**src/hdl/ecwc_pkg.sv**
```systemverilog
// Shared types, constants and the timestamp compare for the event capture window controller.
`timescale 1ns / 1ps

package ecwc_pkg;

    localparam int SEC_W     = 32;
    localparam int NSEC_W    = 30;
    localparam int CFG_W     = 16;
    localparam int CFG_ADDR_W = 2;
    localparam int IN_DATA_W  = 64;
    localparam int OUT_DATA_W = 128;

    localparam logic [CFG_ADDR_W-1:0] REG_WINDOW = 2'd0;
    localparam logic [CFG_ADDR_W-1:0] REG_PRE    = 2'd1;
    localparam logic [CFG_ADDR_W-1:0] REG_POST   = 2'd2;

    localparam logic [CFG_W-1:0] WINDOW_RESET = 16'd10;
    localparam logic [CFG_W-1:0] PRE_RESET    = 16'd5;
    localparam logic [CFG_W-1:0] POST_RESET   = 16'd5;

    localparam logic KIND_TIME  = 1'b0;
    localparam logic KIND_EVENT = 1'b1;

    typedef struct packed {
        logic [SEC_W-1:0]  sec;
        logic [NSEC_W-1:0] nsec;
    } stamp_t;

    // True when a is strictly earlier than b; seconds compare as signed values.
    function automatic logic earlier(input stamp_t a, input stamp_t b);
        logic sec_lt;
        sec_lt = $signed(a.sec) < $signed(b.sec);
        return sec_lt || ((a.sec == b.sec) && (a.nsec < b.nsec));
    endfunction

endpackage

```
**src/hdl/event_capture_window_controller.sv**
```systemverilog
// Top level of the event capture window controller.
`timescale 1ns / 1ps
// The input register holds each transfer and the output register its result.
// Throughput: one input transfer per cycle unless a result waits at the output;
// the update is 32-bit adds and a subtract, then compares of input and state stamps.
// Reset: rst_n clears the interval to zero (idle), loads the register defaults and
// empties both the input and the output register.
module event_capture_window_controller (
    input  logic                                 clk,
    input  logic                                 rst_n,
    input  logic                                 cfg_we,
    input  logic [ecwc_pkg::CFG_ADDR_W-1:0]      cfg_addr,
    input  logic [ecwc_pkg::CFG_W-1:0]           cfg_wdata,
    input  logic                                 s_axis_tvalid,
    output logic                                 s_axis_tready,
    // time_seconds [31:0], time_nanoseconds [61:32], zero [63:62]
    input  logic [ecwc_pkg::IN_DATA_W-1:0]       s_axis_tdata,
    // kind [0]
    input  logic                                 s_axis_tuser,
    output logic                                 m_axis_tvalid,
    input  logic                                 m_axis_tready,
    // from_seconds [31:0], from_nanoseconds [61:32], to_seconds [93:62],
    // to_nanoseconds [123:94], zero [127:124]
    output logic [ecwc_pkg::OUT_DATA_W-1:0]      m_axis_tdata
);

    logic [ecwc_pkg::CFG_W-1:0] window_reg;
    logic [ecwc_pkg::CFG_W-1:0] pre_reg;
    logic [ecwc_pkg::CFG_W-1:0] post_reg;

    logic            in_valid_reg;
    logic            in_kind_reg;
    ecwc_pkg::stamp_t in_stamp_reg;

    ecwc_pkg::stamp_t start_reg;
    ecwc_pkg::stamp_t start_next;
    ecwc_pkg::stamp_t stop_reg;
    ecwc_pkg::stamp_t stop_next;

    logic            out_valid_reg;
    logic            out_valid_next;
    ecwc_pkg::stamp_t from_reg;
    ecwc_pkg::stamp_t to_reg;

    ecwc_pkg::stamp_t event_stop;
    ecwc_pkg::stamp_t event_start;
    ecwc_pkg::stamp_t win_bound;
    ecwc_pkg::stamp_t bound;
    logic            active;
    logic            stop_lt_win;
    logic            ts_lt_bound;
    logic            emit;
    logic            advance;
    logic            in_take;

    always_ff @(posedge clk or negedge rst_n)
    begin
        if (!rst_n)
        begin
            window_reg <= ecwc_pkg::WINDOW_RESET;
            pre_reg    <= ecwc_pkg::PRE_RESET;
            post_reg   <= ecwc_pkg::POST_RESET;
        end
        else if (cfg_we)
        begin
            case (cfg_addr)
                ecwc_pkg::REG_WINDOW: window_reg <= cfg_wdata;
                ecwc_pkg::REG_PRE:    pre_reg    <= cfg_wdata;
                ecwc_pkg::REG_POST:   post_reg   <= cfg_wdata;
                default:              ;
            endcase
        end
    end

    always_comb
    begin
        active = ecwc_pkg::earlier(start_reg, stop_reg);

        event_stop.sec   = in_stamp_reg.sec + {16'd0, post_reg};
        event_stop.nsec  = in_stamp_reg.nsec;
        event_start.sec  = in_stamp_reg.sec - {16'd0, pre_reg};
        event_start.nsec = in_stamp_reg.nsec;

        win_bound.sec  = start_reg.sec + {16'd0, window_reg};
        win_bound.nsec = start_reg.nsec;

        // The current time reaches the earlier boundary when it reaches either one.
        stop_lt_win = ecwc_pkg::earlier(stop_reg, win_bound);
        bound       = stop_lt_win ? stop_reg : win_bound;
        ts_lt_bound = stop_lt_win ? ecwc_pkg::earlier(in_stamp_reg, stop_reg)
                                  : ecwc_pkg::earlier(in_stamp_reg, win_bound);

        emit    = in_valid_reg && (in_kind_reg == ecwc_pkg::KIND_TIME) && active
                  && !ts_lt_bound;
        advance = in_valid_reg && (!emit || !out_valid_reg || m_axis_tready);
        s_axis_tready = !in_valid_reg || advance;
        in_take = s_axis_tvalid && s_axis_tready;

        start_next = start_reg;
        stop_next  = stop_reg;
        if (advance)
        begin
            if (in_kind_reg == ecwc_pkg::KIND_EVENT)
            begin
                if (!active)
                begin
                    start_next = event_start;
                    stop_next  = event_stop;
                end
                else if (ecwc_pkg::earlier(stop_reg, event_stop))
                begin
                    stop_next = event_stop;
                end
            end
            else if (emit)
            begin
                start_next = bound;
            end
        end

        out_valid_next = (out_valid_reg && !m_axis_tready) || (advance && emit);
    end

    always_ff @(posedge clk or negedge rst_n)
    begin
        if (!rst_n)
        begin
            in_valid_reg  <= 1'b0;
            out_valid_reg <= 1'b0;
            start_reg     <= '0;
            stop_reg      <= '0;
        end
        else
        begin
            in_valid_reg  <= in_take || (in_valid_reg && !advance);
            out_valid_reg <= out_valid_next;
            start_reg     <= start_next;
            stop_reg      <= stop_next;
        end
    end

    always_ff @(posedge clk)
    begin
        if (in_take)
        begin
            in_kind_reg       <= s_axis_tuser;
            in_stamp_reg.sec  <= s_axis_tdata[31:0];
            in_stamp_reg.nsec <= s_axis_tdata[61:32];
        end
        if (advance && emit)
        begin
            from_reg <= start_reg;
            to_reg   <= bound;
        end
    end

    assign m_axis_tvalid = out_valid_reg;
    assign m_axis_tdata  = {4'd0, to_reg.nsec, to_reg.sec, from_reg.nsec, from_reg.sec};

endmodule

```
**config.mk**
```make
export PLATFORM = sky130hd
export DESIGN_NAME = event_capture_window_controller
export DESIGN_NICKNAME = d
export VERILOG_FILES = /design/src/hdl/ecwc_pkg.sv /design/src/hdl/event_capture_window_controller.sv
export SDC_FILE = /design/constraint.sdc
export NUM_CORES = 1
export LEC_CHECK = 0
export ABC_AREA = 1
export BUFFER_PORTS_ARGS = -buffer_cell sky130_fd_sc_hd__buf_2
export CAP_MARGIN = 25
export CORE_ASPECT_RATIO = 0.7
export CORE_UTILIZATION = 35
export DETAILED_ROUTE_END_ITERATION = 6
export SLEW_MARGIN = 15
export SYNTH_ARGS = -nofsm -noshare
export SYNTH_HDL_FRONTEND = slang
export SYNTH_SLANG_ARGS = --single-unit
```
**constraint.sdc**
```tcl
create_clock -name clk -period 27 [get_ports clk]
set_input_delay 5.4 -clock clk [delete_from_list [all_inputs] [get_ports clk]]
set_output_delay 5.4 -clock clk [all_outputs]
set_load 0.1 [all_outputs]
```
==> Word-level counts from Yosys, hierarchy flattened <==
Cells that the tools add are included.
{ "word_totals": {"reg_bits": 361, "inputBits": 88, "out_inout_bits": 130, "word_cells": 82} }
{ "op_classes": {"add_sub_neg": 3, "order_cmp": 10, "n_eq_ne": 9, "mux": 7, "bitwise_logic": 1, "n_reduce_logical": 36} }
{ "op_table": {"columns": ["cell", "n"], "rows": [
  ["62-bit 2-to-1 mux", 6],
  ["32-bit == test", 5],
  ["32-bit less-than comparator", 5],
  ["30-bit less-than comparator", 5],
  ["32-bit by 16-bit adder with 32-bit output", 2],
  ["32-bit by 16-bit subtractor with 32-bit output", 1],
  ["1-bit logical AND", 13],
  ["1-bit logical OR", 10],
  ["1-bit logical NOT", 6],
  ["2-bit AND reduction", 3],
  ["3-bit AND reduction", 2],
  ["2-bit by 1-bit == test with 1-bit output, second input constant", 1],
  ["2-bit == test, second input constant", 1],
  ["2-bit logical NOT", 1],
  ["2-bit by 1-bit != test with 1-bit output, second input constant", 1],
  ["2-bit != test, second input constant", 1],
  ["2-bit nonzero test", 1],
  ["1-bit 2-to-1 mux", 1],
  ["1-bit inverter", 1]
]} }

==> Depth between registers and ports, before layout <==
{ "depth": {"ltp_word": 14, "depth_mapped": 32, "mapped_depth_nobuf": 31} }

==> Least setup slack after synthesis <==
No wires, ideal clock.
{ "synth_timing": {"path_type": "input-to-reg", "startpoint": "in m_axis_tready", "endpoint": "reg from_reg, in the netlist m_axis_tdata[0], enable pin", "setup_ps": 760, "arrival_time_ps": 13900, "t_required_ps": 26240, "slack_ps": 12340, "stages": 2, "n_path_buf": 0, "cell_sequence": "nor2_1 nor3_1"} }
{ "synth_between": {"elab_chain_len": 3} }
{ "synth_lines": {"columns": ["item", "line", "source"], "rows": [
  ["from (decl)", "event_capture_window_controller.sv:21", "input logic m_axis_tready,"],
  ["1-bit logical OR", "event_capture_window_controller.sv:95", "advance = in_valid_reg && (!emit || !out_valid_reg || m_axis_tready);"],
  ["1-bit logical AND", "event_capture_window_controller.sv:95", null],
  ["1-bit logical AND", "event_capture_window_controller.sv:150", "if (advance && emit)"],
  ["to (signal assigned)", "event_capture_window_controller.sv:152", "from_reg <= start_reg;"],
  ["to (decl)", "event_capture_window_controller.sv:42", "ecwc_pkg::stamp_t from_reg;"]
]} }
No other way between the ends.
A chain may end at the register's enable or synchronous reset.

==> Final worst setup path <==
{ "layout_timing": {"startpoint": "in m_axis_tready", "endpoint": "out s_axis_tready"} }
{ "layout_between": {"elab_chain_len": 3} }
{ "layout_lines": {"columns": ["item", "line", "source"], "rows": [
  ["1-bit logical OR", "event_capture_window_controller.sv:95", null],
  ["1-bit logical AND", "event_capture_window_controller.sv:95", null],
  ["1-bit logical OR", "event_capture_window_controller.sv:96", "s_axis_tready = !in_valid_reg || advance;"],
  ["to (decl)", "event_capture_window_controller.sv:15", "output logic s_axis_tready,"]
]} }
No other way between the ends.

==> metrics.md <==
| Metric | Value |
|---|---|
| Final Util | 40.3% |
| Pleak | 0.0134 uW |
| GRT Util Overall | 21.3% |
| Antenna Cells | 0 |
| CTS tree | yes |
| Final Critical Period | 11.70 ns |
| Yosys cell types | 54 |
| Clock Latency Late Sink | 0.58 ns |
| Max-slew violation count | 0 |
| Row cnt | 80 |
| Initial DRC count | 1,789 |
| Number of routed nets with antenna violations | 0 |
| Clk slew on worst S/H paths | 0.07 ns |
| Worst-path maximum fanout | 4 |
| Actual slew at the worst max-slew pin | 0.990 ns |
| Initial antenna violation count | 4 |
| Netlist Area Pre-Place | 24,200 sq um |
| Syn Area/Cell | 8.43 sq um |
| Number of flops mapped to enable cells by yosys | 187 |
| F_max | 85.5 MHz |
| Setup crit start kind | input pin |
| Worst Setup Path Type | in -> out |
| Internal power | 1750 uW |
| Final instance area | 27,400 sq um |
| Hold path cells | 0 |
| Synth Register Bits | 361 |
| Ratio of cells with drive above 1 in the final layout | 11.3% |
| Post-Route WL | 74.8 mm |
| CP arrival | 6.30 ns |
| Sw power | 1800 uW |
| R2r worst-path depth | 29 |
| GRT overflow | 0 |
| Max stage delay on crit path | 0.34 ns |
| Synth Flop Type | edfxtp_1 |
| Worst slew margin | 34.0% |
| Number of flip-flops under the largest register name | 124 |
| WL/cell | 18.8 microns |
| RD Place Congestion | 0.945 |
| Starting density of the core | 35.4% |
| Logic gate share of total power | 57.0% |
| Sequential fraction of the synthesis area | 41.3% |
| First-pass GRT wire length | 115 mm |
| Clk_skew | 0.0330 ns |
| Worst hold path class | reg -> reg |
| Peak supply drop | 0.000129 V |
| Largest net degree at the start of global routing | 74 |
| RSZ-0062 raised after global routing | no |
| Run status | complete, no violations |
| Req. time, crit path | 21.60 ns |
| Setup-failing EPs final | 0 |
| IO Count | 218 |
| Chip Width | 316 microns |
| Post-DP HPWL | 54.8 mm |
| Final Hold Viols | 0 |
| Tcrit/Tclk final | 43.3% |
| Number of global-route vias before repair | 19,200 |
| Slowest-stage cell, CP | buf_2 |
| CP Capture Type | primary output |
| CP delay by family, top | buffers and inverters |
| Post-synth ARST share | 48.2% |
| Area Growth Syn to Fin | 13.6% |
| Final #Nets | 3,417 |
| Max_cap viols | 0 |
| CP most frequent cell | buf_2 |
| Setup_tns | 0 ns |
| DRC Markers | 0 |
| Cell Pwr Density | 129 nW/um^2 |
| Post-CTS setup buffer count | 0 |
| IO buf count | 211 |
| Sw frac | 50.8% |
| Clock network fraction of total power | 16.1% |
| Placed cell areas | 26,000 sq um |
| Post-cts sizing count | 0 |
| Root Driver | clkbuf_16 |
| Number of iterations in the first detailed-routing pass | 7 |
| Clock Sinks | 361 |
| Core ar. | 68,200 sq um |
| Via Count | 20,400 |
| Die ar. | 70,100 sq um |
| Reg power frac | 26.8% |
| Clock buffer depth | 3 |
| Hold-fix buffers, CTS | 0 |
| WP depth | 4 |
| Num CTS Buffers | 41 |
| Cells after synthesis | 2,866 |
| Yosys warns | 0 |
| Via/cell ratio | 5.14 |
| Cell Chain, Critical Path | buf_2, nor2_1, nand4_4, buf_2 |
| Die Ht | 222 microns |
| H-tree depth | 2 |
| Worst Path Buf+Inv | 2 |
-- final timing paths --
path / startpoint / slack, ns / to
setup / recovery: m_axis_tready / 15.30 / s_axis_tready
hold / removal: start_reg[5] / 0.48 / m_axis_tdata[37]
setup reg to reg: post_reg[0] / 18.83 / stop_reg[51]
hold reg to reg: start_reg[5] / 0.48 / m_axis_tdata[37]
max in group asynchronous: rst_n / 20.32 / start_reg[27]
min in group asynchronous: rst_n / 4.84 / stop_reg[56]
-- logic make-up (layout without fill, tap and decap cells) --
group | after synthesis | count (layout) | share of synthesized area [%]
AO/OA/AOI/OAI | 319 | 319 | 7.37
other | 1 | 4 | 0.0155
AND/OR/NAND/NOR | 1359 | 1359 | 25.9
XOR/XNOR | 69 | 69 | 2.50
adder cells (fa/ha/maj) | 296 | 296 | 15.4
buffers and inverters | 461 | 658 | 7.52
flip-flops | 361 | 361 | 41.3
-- per-stage QoR --
stage | setup slack [ns] | cells | hold WS (ns) | power [uW]
finish | 15.30 | 3968 | 0.479 | 3550
global route | 14.89 | 3968 | 0.492 | 3850
CTS | 15.28 | 3967 | 0.476 | 3550
detailed placement | 15.28 | 3891 | 0.469 | 2960
global placement | 15.29 | 3890 | 0.457 | 2930
floorplan | 12.34 | 2869 | 0.442 | 2410
-- cell type report --
type	instances	area, sq um
tap	902	1130
timing repair buffer	231	1240
clock inverter	25	268
inverter	351	1320
sequential	361	9980
multi-input combinational	2047	12400
fill	6898	40700
clock buffer	51	1100
-- placed cells by master, fill, tap and decap left out, types with 8 or more instances in the layout --
master     count
a211oi_1       8
a21oi_1      151
and2_1        62
buf_2        210
buf_4         18
clkbuf_16     42
clkinv_2       9
dfrtp_1      167
edfxtp_1     187
ha_1         293
inv_1        347
nand2_1      740
nand3_1      148
nand4_1      232
nor2_1        95
nor3_1        35
o211ai_1      12
o21ai_0      101
or2_2          9
xnor2_1       19
xor2_1        50
-- cell usage after synthesis (3+ instances only) --
cell,n,area (sq um)
a31oi_1,5,31.3
a221oi_1,3,26.3
xor2_1,50,438
nand2_2,6,37.5
o221ai_1,3,26.3
nor3_1,36,180
nor2_1,95,357
clkbuf_1,58,218
dfstp_2,6,158
o211ai_1,12,90.1
nand3_2,7,70.1
buf_4,11,82.6
and3_1,3,18.8
nand3_1,148,741
o21ai_0,101,505
o21bai_1,6,45.0
edfxtp_1,187,5620
nand3b_1,3,22.5
dfrtp_1,168,4200
o21a_1,7,52.6
o2111ai_1,4,35.0
inv_1,349,1310
nor4b_1,3,26.3
ha_1,293,3670
a21o_1,5,37.5
a21oi_1,151,756
and2_1,62,388
buf_1,9,33.8
xnor2_1,19,166
buf_2,31,155
nor4_1,7,43.8
nand4_1,232,1450
a211oi_1,8,60.1
fa_1,3,60.1
a21boi_0,6,45.0
or2_2,8,50.1
nand2_1,740,2780
-- power groups by stage --
| stage | clock network, uW | registers [uW] | logic (uW) |
|---|---|---|---|
| floorplan | 0 | 1130 | 1280 |
| global placement | 0 | 959 | 1980 |
| detailed placement | 0 | 959 | 2000 |
| CTS | 588 | 950 | 2010 |
| global route | 609 | 970 | 2270 |
| finish | 572 | 953 | 2020 |
-- layer usage --
layer	track usage, %	up-vias	share of wire [%]
met5	0	-	0.054
met4	4.68	6	2.0
met3	4.13	83	7.7
met2	30.8	660	41
met1	32.3	9511	49
li1	-	10100	-
No activity file was read; power rests on OpenSTA's default activity.
